[config.mk]
export PLATFORM = sky130hd
export DESIGN_NAME = fixed_block_pool_allocator
export DESIGN_NICKNAME = d
export VERILOG_FILES = /design/src/rtl/fbpa_pkg.sv /design/src/rtl/fbpa_link_mem.sv /design/src/rtl/fixed_block_pool_allocator.sv
export VERILOG_INCLUDE_DIRS = /design/src /design/src/rtl
export SDC_FILE = /design/constraint.sdc
export NUM_CORES = 2
export LEC_CHECK = 0
export ABC_AREA = 1
export BUFFER_PORTS_ARGS = -buffer_cell sky130_fd_sc_hd__buf_2
export CORE_UTILIZATION = 60
export DETAILED_ROUTE_END_ITERATION = 8
export PLACE_DENSITY = 0.76
export SYNTH_ARGS = -nofsm -noshare
export SYNTH_HDL_FRONTEND = slang
export SYNTH_SLANG_ARGS = --single-unit
[constraint.sdc]
create_clock -name clock -period 24 [get_ports clock]
set_input_delay 7.2 -clock clock [delete_from_list [all_inputs] [get_ports clock]]
set_output_delay 7.2 -clock clock [all_outputs]
set_load 0.005 [all_outputs]
[src/rtl/fixed_block_pool_allocator_defines.svh]
// Assertion macros shared by the fixed block pool allocator RTL.
`ifndef FIXED_BLOCK_POOL_ALLOCATOR_DEFINES_SVH
`define FIXED_BLOCK_POOL_ALLOCATOR_DEFINES_SVH

// The consequent must hold in the same cycle as the antecedent.
`define FBPA_ASSERT_NOW(label, clk, rst, ante, cons) \
   label: assert property (@(posedge clk) disable iff (rst) (ante) |-> (cons)) \
      else $error("fbpa assertion failed");

// The consequent must hold in the cycle after the antecedent.
`define FBPA_ASSERT_NEXT(label, clk, rst, ante, cons) \
   label: assert property (@(posedge clk) disable iff (rst) (ante) |=> (cons)) \
      else $error("fbpa assertion failed");

`endif

[src/rtl/fbpa_pkg.sv]
// Types and constants of the fixed block pool allocator.
package fbpa_pkg;

   localparam logic [1:0] ST_OK    = 2'd0;
   localparam logic [1:0] ST_EMPTY = 2'd1;
   localparam logic [1:0] ST_RANGE = 2'd2;
   localparam logic [1:0] ST_FULL  = 2'd3;

   localparam logic ACT_ALLOC = 1'b0;
   localparam logic ACT_FREE  = 1'b1;

   localparam logic CSR_NUM_BLOCKS = 1'b0;
   localparam logic CSR_BLOCK_SIZE = 1'b1;

   typedef struct packed {
      logic       action;
      logic [7:0] block_index;
   } req_type;

   typedef struct packed {
      logic [1:0]  status;
      logic [7:0]  granted_index;
      logic [23:0] word_offset;
      logic [8:0]  free_left;
   } rsp_type;

   typedef struct packed {
      logic       wr_en;
      logic [7:0] wr_addr;
      logic [8:0] wr_data;
      logic       rd_en;
      logic [7:0] rd_addr;
   } link_cmd_type;

endpackage

[src/rtl/fbpa_link_mem.sv]
// Link memory of the free list: one write port and one registered read port.
module fbpa_link_mem #(
   parameter int unsigned DEPTH = 256
) (
   input  logic                  clock,
   input  fbpa_pkg::link_cmd_type cmd,
   output logic [8:0]            rd_data
);

   localparam int unsigned AW = (DEPTH > 1) ? $clog2(DEPTH) : 1;

   logic [8:0] mem [DEPTH];
   logic [8:0] rd_data_ff;

   always_ff @(posedge clock) begin
      if (cmd.wr_en) begin
         mem[cmd.wr_addr[AW-1:0]] <= cmd.wr_data;
      end
      if (cmd.rd_en) begin
         rd_data_ff <= mem[cmd.rd_addr[AW-1:0]];
      end
   end

   assign rd_data = rd_data_ff;

endmodule

[src/rtl/fixed_block_pool_allocator.sv]
// Fixed block pool allocator: top level with sequencer, pool state and response register.
// A transaction is taken in the idle step; in the access step the link memory read is
// registered, and in the commit step the response is registered, which waits while
// an earlier response has not been taken. Only the idle step takes a new transaction,
// so each one passes through the idle, access and commit steps before the next.
// Reset is synchronous; the pool comes up with 256 blocks (or MAX_BLOCKS if fewer) free,
// and the link memory is initialized lazily, so no clearing pass is needed.
`include "fixed_block_pool_allocator_defines.svh"

module fixed_block_pool_allocator #(
   parameter int unsigned MAX_BLOCKS = 256
) (
   input  logic              clock,
   input  logic              reset,
   input  logic              req_valid,
   output logic              req_ready,
   input  fbpa_pkg::req_type req_data,
   output logic              rsp_valid,
   input  logic              rsp_ready,
   output fbpa_pkg::rsp_type rsp_data,
   input  logic              csr_we,
   input  logic [0:0]        csr_index,
   input  logic [15:0]       csr_wdata
);

   localparam int unsigned DEPTH = (MAX_BLOCKS < 256) ? MAX_BLOCKS : 256;
   localparam logic [8:0]  BLK_LIMIT = 9'(DEPTH);

   localparam logic [1:0] S_IDLE   = 2'd0;
   localparam logic [1:0] S_EXEC   = 2'd1;
   localparam logic [1:0] S_COMMIT = 2'd2;

   logic [1:0]              state_ff, state_in;
   logic [8:0]              head_ff, head_in;
   logic [8:0]              touched_ff, touched_in;
   logic [8:0]              free_ff, free_in;
   logic [8:0]              num_ff, num_in;
   logic [15:0]             bsize_ff, bsize_in;
   fbpa_pkg::req_type       req_ff, req_in;
   logic [1:0]              st_ff, st_in;
   logic [7:0]              grant_ff, grant_in;
   logic                    last_ff, last_in;
   logic                    bypass_ff, bypass_in;
   logic                    rsp_valid_ff, rsp_valid_in;
   fbpa_pkg::rsp_type       rsp_ff, rsp_in;
   fbpa_pkg::link_cmd_type  link_cmd;
   logic [8:0]              link_rd;
   logic [8:0]              csr_num;
   logic                    lazy;
   logic                    fail;

   fbpa_link_mem #(
      .DEPTH(DEPTH)
   ) u_link_mem (
      .clock   (clock),
      .cmd     (link_cmd),
      .rd_data (link_rd)
   );

   always_comb begin
      csr_num = csr_wdata[8:0];
      if (csr_num == 9'd0) begin
         csr_num = 9'd1;
      end else if (csr_num > BLK_LIMIT) begin
         csr_num = BLK_LIMIT;
      end
   end

   always_comb begin
      state_in     = state_ff;
      head_in      = head_ff;
      touched_in   = touched_ff;
      free_in      = free_ff;
      num_in       = num_ff;
      bsize_in     = bsize_ff;
      req_in       = req_ff;
      st_in        = st_ff;
      grant_in     = grant_ff;
      last_in      = last_ff;
      bypass_in    = bypass_ff;
      rsp_valid_in = rsp_valid_ff && !rsp_ready;
      rsp_in       = rsp_ff;
      link_cmd     = '0;
      lazy         = touched_ff < num_ff;
      fail         = (free_ff == 9'd0) || (head_ff >= num_ff);

      case (state_ff)
         S_IDLE: begin
            if (req_valid) begin
               req_in   = req_data;
               state_in = S_EXEC;
            end
         end
         S_EXEC: begin
            state_in  = S_COMMIT;
            last_in   = free_ff == 9'd1;
            bypass_in = 1'b0;
            grant_in  = 8'd0;
            if (req_ff.action == fbpa_pkg::ACT_ALLOC) begin
               if (lazy) begin
                  link_cmd.wr_en   = 1'b1;
                  link_cmd.wr_addr = touched_ff[7:0];
                  link_cmd.wr_data = touched_ff + 9'd1;
                  touched_in       = touched_ff + 9'd1;
               end
               bypass_in        = lazy && (head_ff == touched_ff);
               link_cmd.rd_en   = 1'b1;
               link_cmd.rd_addr = head_ff[7:0];
               if (fail) begin
                  st_in = fbpa_pkg::ST_EMPTY;
               end else begin
                  st_in    = fbpa_pkg::ST_OK;
                  grant_in = head_ff[7:0];
                  free_in  = free_ff - 9'd1;
               end
            end else begin
               if ({1'b0, req_ff.block_index} >= num_ff) begin
                  st_in = fbpa_pkg::ST_RANGE;
               end else if (free_ff >= num_ff) begin
                  st_in = fbpa_pkg::ST_FULL;
               end else begin
                  st_in            = fbpa_pkg::ST_OK;
                  link_cmd.wr_en   = 1'b1;
                  link_cmd.wr_addr = req_ff.block_index;
                  link_cmd.wr_data = head_ff;
                  head_in          = {1'b0, req_ff.block_index};
                  free_in          = free_ff + 9'd1;
               end
            end
         end
         S_COMMIT: begin
            if (!rsp_valid_ff || rsp_ready) begin
               rsp_valid_in         = 1'b1;
               rsp_in.status        = st_ff;
               rsp_in.granted_index = grant_ff;
               rsp_in.word_offset   = 24'(grant_ff) * 24'(bsize_ff);
               rsp_in.free_left     = free_ff;
               if (req_ff.action == fbpa_pkg::ACT_ALLOC && st_ff == fbpa_pkg::ST_OK) begin
                  if (last_ff) begin
                     head_in = num_ff;
                  end else if (bypass_ff) begin
                     head_in = touched_ff;
                  end else begin
                     head_in = link_rd;
                  end
               end
               state_in = S_IDLE;
            end
         end
         default: begin
            state_in = S_IDLE;
         end
      endcase

      if (csr_we) begin
         case (csr_index[0])
            fbpa_pkg::CSR_NUM_BLOCKS: begin
               num_in     = csr_num;
               head_in    = 9'd0;
               touched_in = 9'd0;
               free_in    = csr_num;
            end
            fbpa_pkg::CSR_BLOCK_SIZE: begin
               bsize_in = csr_wdata;
            end
            default: begin
               bsize_in = bsize_ff;
            end
         endcase
      end
   end

   always_ff @(posedge clock) begin
      if (reset) begin
         state_ff     <= S_IDLE;
         head_ff      <= 9'd0;
         touched_ff   <= 9'd0;
         free_ff      <= BLK_LIMIT;
         num_ff       <= BLK_LIMIT;
         bsize_ff     <= 16'd1;
         rsp_valid_ff <= 1'b0;
      end else begin
         state_ff     <= state_in;
         head_ff      <= head_in;
         touched_ff   <= touched_in;
         free_ff      <= free_in;
         num_ff       <= num_in;
         bsize_ff     <= bsize_in;
         rsp_valid_ff <= rsp_valid_in;
      end
      req_ff    <= req_in;
      st_ff     <= st_in;
      grant_ff  <= grant_in;
      last_ff   <= last_in;
      bypass_ff <= bypass_in;
      rsp_ff    <= rsp_in;
   end

   assign req_ready = state_ff == S_IDLE;
   assign rsp_valid = rsp_valid_ff;
   assign rsp_data  = rsp_ff;

   `FBPA_ASSERT_NOW(a_free_bound, clock, reset, 1'b1, free_ff <= num_ff)
   `FBPA_ASSERT_NOW(a_touched_bound, clock, reset, 1'b1, touched_ff <= num_ff)
   `FBPA_ASSERT_NEXT(a_accept_exec, clock, reset, req_valid && req_ready, state_ff == S_EXEC)
   `FBPA_ASSERT_NEXT(a_commit_load, clock, reset,
      state_ff == S_COMMIT && (!rsp_valid_ff || rsp_ready), rsp_valid_ff && state_ff == S_IDLE)

endmodule
Word-level counts from Yosys, hierarchy flattened. Memories as Yosys holds them, arrays and structs flattened. A register that Yosys moved wholly into a read port is not among the register bits. Index checks and enable logic that the tools add are counted.

Register bits after elaboration: 119. Bits in writable memories: 2304. Bits of input ports: 31. Output and inout bits: 45. Logic and storage cells: 93. Memories kept: 1.

Add/sub/neg operators: 3. Multiply operators: 1. $lt $le $gt $ge: 5. Equality and inequality tests: 6. Multiplexer cells: 41. Bitwise logic cells: 2. Reduce and logical (&&, ||, !) cells: 17.

Memory list: u_link_mem.mem (words 256, width 9, read ports 1, clocked after memory_dff 1, write ports 1, RTL line fbpa_link_mem.sv:12) `logic [8:0] mem [DEPTH];`.

Operators with widths (count): $mux W9 (24); $mux W18 (4); $mux W27 (1); $mul A8 B16 Y24 (1); $add A9 B1 Y9 const B (2); $ge A9 B9 Y1 (2); $logic_not A9 Y1 (2); $pmux W9 S2 (1); $mux W2 (5); $reduce_and A2 Y1 (5); $eq A9 B1 Y1 const B (1); $eq A9 B9 Y1 (1); $ge A8 B9 Y1 (1); $gt A9 B9 Y1 const B (1); $lt A9 B9 Y1 (1); $sub A9 B1 Y9 const B (1); $pmux W2 S3 (1); $mux W1 (5); $logic_not A2 Y1 (2); $ne A2 B2 Y1 const B (2); $logic_and A1 B1 Y1 (3); $eq A2 B1 Y1 const B (1); $eq A2 B2 Y1 const B (1); $logic_not A1 Y1 (2); 3 further kinds (5).

Longest topological paths before layout.
Depth in word-level cells: 7. Mapped depth: 20. Depth with buffers taken out: 19.

Hierarchy. Synthesis repeated with hierarchy kept, for this count alone.

Cell total of the unflattened synthesis: 9192. Area total of the unflattened synthesis: 104232.5 µm².

By module, submodules not included: fbpa_link_mem (times used 1, cells an instance 7826, area each 93609.8 µm², sequential area each 69456.6 µm²); fixed_block_pool_allocator (times used 1, cells an instance 1366, area each 10622.7 µm², sequential area each 3022.9 µm²).

Worst setup path after synthesis. OpenSTA, ideal clock, no wires.

Kind: reg2reg. From: register state_ff[1]. To: memory u_link_mem.mem[0][8] (data pin). Library setup time: 2813 ps. Arrival: 14953 ps. Data required time: 21187 ps. Path slack: 6235 ps. Stages on the path, launching flop included: 7. Path buffers: 2. Clock period less this slack: 17765 ps. Path through: dfxtp_1 > inv_1 > ha_1 > buf_4 > clkbuf_1 > o21ai_0 > nor4_1.

RTL lines: start, declared (RTL line fixed_block_pool_allocator.sv:33) `logic [1:0] state_ff, state_in;`; start signal, assigned (RTL line fixed_block_pool_allocator.sv:183) `state_ff <= state_in;`; end, declared (RTL line fbpa_link_mem.sv:12).

Final worst setup path.
From: register state_ff[0]. To: output port req_ready.

Word-level cells in the longest chain between the ends: 1.

Ends and longest elaborated chain: $logic_not A2 Y1 (RTL line fixed_block_pool_allocator.sv:199) `assign req_ready = state_ff == S_IDLE;`; end, declared (RTL line fixed_block_pool_allocator.sv:16) `output logic req_ready,`.

Every way passes these cells.

==> results.txt <==
----------------------------------------------------
[Run status]
  Status ... finished, final reports clean

[Yosys]
  Mapped Cells ... between 10000 and 15000
  Number of synthesized flops with an enable pin ... 2377
  Syn_nets ... between 10000 and 15000
  Post-synth design cell area ... about 0.11 mm^2
  Synth Register Bits ... roughly 2400
  Ys async rst share ... 0%
  Mean area per synthesized cell ... around 10 um^2
  Top_reg_cell synth ... sky130_fd_sc_hd__edfxtp_1
  Proportion of synthesized chip area in sequential cells ... between 60 and 70%
  Cell variety after synth ... 46
  Synth warnings ... 0

[Placement]
  Sum of net half-perimeters after detailed placement ... around 160000 um
  IO Port Bufs ... 75
  Cells after DPL ... between 10000 and 15000
  Cell area reported after detailed placement ... ~0.11 mm^2
  Global placer's final weighted congestion ... around 0.94
  Worst setup slack after placement ... between 10000 and 15000 ps

[Final layout]
  Highest-count cells in the layout ignoring fill and taps ... sky130_fd_sc_hd__nand2_1 (2426), sky130_fd_sc_hd__edfxtp_1 (2377), sky130_fd_sc_hd__nand3_1 (1821)
  Final Util ... 65.8%
  P&R area growth vs syn ... 8.72%
  Area of all placed cells without fillers ... approximately 0.12 mm^2
  Most common library cell in the layout ignoring fill and taps ... sky130_fd_sc_hd__nand2_1
  Layout Cells excl Fill ... 12900
  Number of inserted filler cells in the final layout ... between 10000 and 15000
  Layout net count ... approximately 11000
  Fraction of layout instances using a drive strength above 1 ... between 5 and 6%

[Worst setup path]
  Kind of critical path ... flop to output pin
  Series of cell instances along the critical path ... inv_1 > ha_1 > buf_2
  Largest stage delay on the critical path ... around 380 ps
  Largest driver fanout on the critical path ... 4
  Critical path arrival ... roughly 1700 ps
  CP required ... ~17000 ps
  Launching element type of the critical path ... flop
  Critical path capture point type ... output pin
  Worst-path cell with the longest stage delay ... sky130_fd_sc_hd__dfxtp_1

[STA]
  Upper clock frequency limit ... around 110 MHz
  Min Hold Slack ... 451 ps
  RSZ-0062 raised after global routing ... false
  Clock skew after layout ... 64.0 ps
  Worst-margin pin slew ... between 1000 and 1500 ps
  Relative max-transition margin ... 10.8%
  Final Hold Violating Endpoints ... 0
  Minimum period implied by the final worst setup slack ... a little under 9000 ps
  Final setup TNS ... 0 ps
  Final setup margin ... 15100 ps
  Final Max Tran Viols ... 0
  Number of endpoints failing setup at the final stage ... 0
  Final worst-path cycle share ... approximately 37%

[Die]
  Area of the core region ... roughly 0.18 mm^2
  Floorplan die area ... 0.184 mm^2
  DIE WIDTH ... between 400 and 500 um
  Die height ... approximately 430 um
  Starting density of the core ... about three fifths
  Site Rows ... 156
  Number of primary I/O pins ... 76

[Clocking]
  Post-CTS Repair Setup Buffers ... 0
  Clock transition at path regs ... ~60 ps
  CTS tree ... yes
  Number of buffers on the longest clock path ... 3
  Clock buffer count from CTS ... approximately 230
  Clock sinks ... roughly 2400
  Post-CTS Hold Buffers ... 0
  H-tree level count ... 4
  Post-CTS sizing ... 0
  CTS Root Cell ... sky130_fd_sc_hd__clkbuf_16
  Clock insertion delay at the later pin of the skew report ... 900 ps

[Power and ir drop]
  Leak pwr ... 49.6 nW
  Worst vdd ir ... about 0.000077 V
  Pwr/cell area ... 73.7 mW/mm^2
  Total Power ... between 8 and 9 mW

[Job]
  Max-Cap Viols ... 0

[Routing]
  Length of the first detailed-routing pass in iterations ... 8
  Wire length per cell ... approximately 22 um
  First DRT Iteration DRCs ... between 10000 and 15000
  Remaining routing DRC violations ... 0
  Post-detailed-route via-to-cell ratio ... between 5 and 6
  Antenna Nets Post-Route ... 0
  Routed via count ... 75900
  WL final ... ~290000 um

[Global routing]
  Vias in the first global route ... 72600
  Wire length of the first global-routing pass ... ~430000 um
  Global route overflow ... 0
  Antenna violations before repair ... 6
  Total routing resource utilization after global routing ... between 30% and 40%
  Largest net degree at the start of global routing ... between 150 and 200

[Hold path]
  Worst hold-check path type ... flop to flop

----------------------------------------------------
==> registers in the layout, summed over array words and instances, names as in the netlist <==
signal,cells
u_link_mem.mem,2304
free_ff,9
state_ff,2
touched_ff,9
bypass_ff,1
rsp_data,43
rsp_valid,1
num_ff,9
st_ff,2
last_ff,1
grant_ff,8
u_link_mem.rd_data,9
bsize_ff,16
req_ff,9
head_ff,9
==> routing by layer <==
layer / up-vias / part of all wire [%] / global-route usage, %
li1: 34500 / - / -
met1: 36300 / 38 / 41.8
met2: 4346 / 47 / 49.2
met3: 761 / 11 / 6.26
met4: 6 / 4.5 / 13.6
met5: - / 0.015 / 0
==> kinds of logic (layout without fill, tap and decap cells) <==
logic type / count (synthesis) / in the layout / synth area share [%]
and+or+nand+nor: 4922 / 4922 / 19.2
other: 0 / 5 / 0
adders and majority gates: 172 / 172 / 2.54
xor gates and xnor gates: 27 / 27 / 0.216
AOI/OAI and AO/OA: 623 / 623 / 3.49
buffers and inverters: 2345 / 2353 / 8.34
DFF: 2432 / 2432 / 66.2
==> worst paths after layout <==
kind / startpoint / cells past startpoint / endpoint / slack [ps]
worst max-delay path: state_ff[0]$_SDFFE_PP0P_ / 3 / req_ready / 15100
worst min-delay path: st_ff[0]$_DFFE_PN_ / 0 / rsp_data[41]$_DFFE_PP_ / 450
worst max register to register: state_ff[1]$_SDFFE_PP0P_ / 17 / u_link_mem.rd_data[7]$_DFFE_PP_ / 17200
worst min register to register: st_ff[0]$_DFFE_PN_ / 0 / rsp_data[41]$_DFFE_PP_ / 450
==> synthesized netlist by cell type, drive strengths merged (16+ instances only) <==
| library cell | number | area, um^2 |
|---|---|---|
| ha | 88 | 1100 |
| buf | 290 | 1410 |
| edfxtp | 2377 | 71400 |
| xor2 | 16 | 140 |
| inv | 1748 | 6560 |
| nand4 | 16 | 100 |
| o211ai | 239 | 1790 |
| a21oi | 103 | 515 |
| fa | 84 | 1680 |
| dfxtp | 55 | 1100 |
| nand2 | 2468 | 9370 |
| clkbuf | 303 | 1140 |
| nor2 | 592 | 2300 |
| nand3 | 1823 | 9130 |
| o21ai | 242 | 1210 |
==> worst max-delay path: cells and delay by family (launching register included) <==
family | cells | cell delay [ps]
flip-flops | 1 | 380
adder cells (fa/ha/maj) | 1 | 230
buffers and inverters | 2 | 210
==> layout make-up <==
| type | count | area [um^2] | share of cell area (%) |
|---|---|---|---|
| Antenna cell | 5 | 12.5 | 0.0105 |
| Clock buffer | 299 | 6240 | 5.24 |
| Clock inverter | 137 | 1470 | 1.24 |
| Inverter | 1752 | 6600 | 5.54 |
| Multi-Input combinational cell | 5744 | 28000 | 23.5 |
| Sequential cell | 2432 | 72500 | 60.9 |
| Tap cell | 2370 | 2970 | 2.49 |
| Timing Repair Buffer | 165 | 1230 | 1.03 |
==> power breakdown <==
group	internal (mW)	switching, mW
sequential	4.66	0.0278
clock	2.12	1.59
combinational	0.0979	0.279
Note: power is estimated with default switching activity, not from simulation.
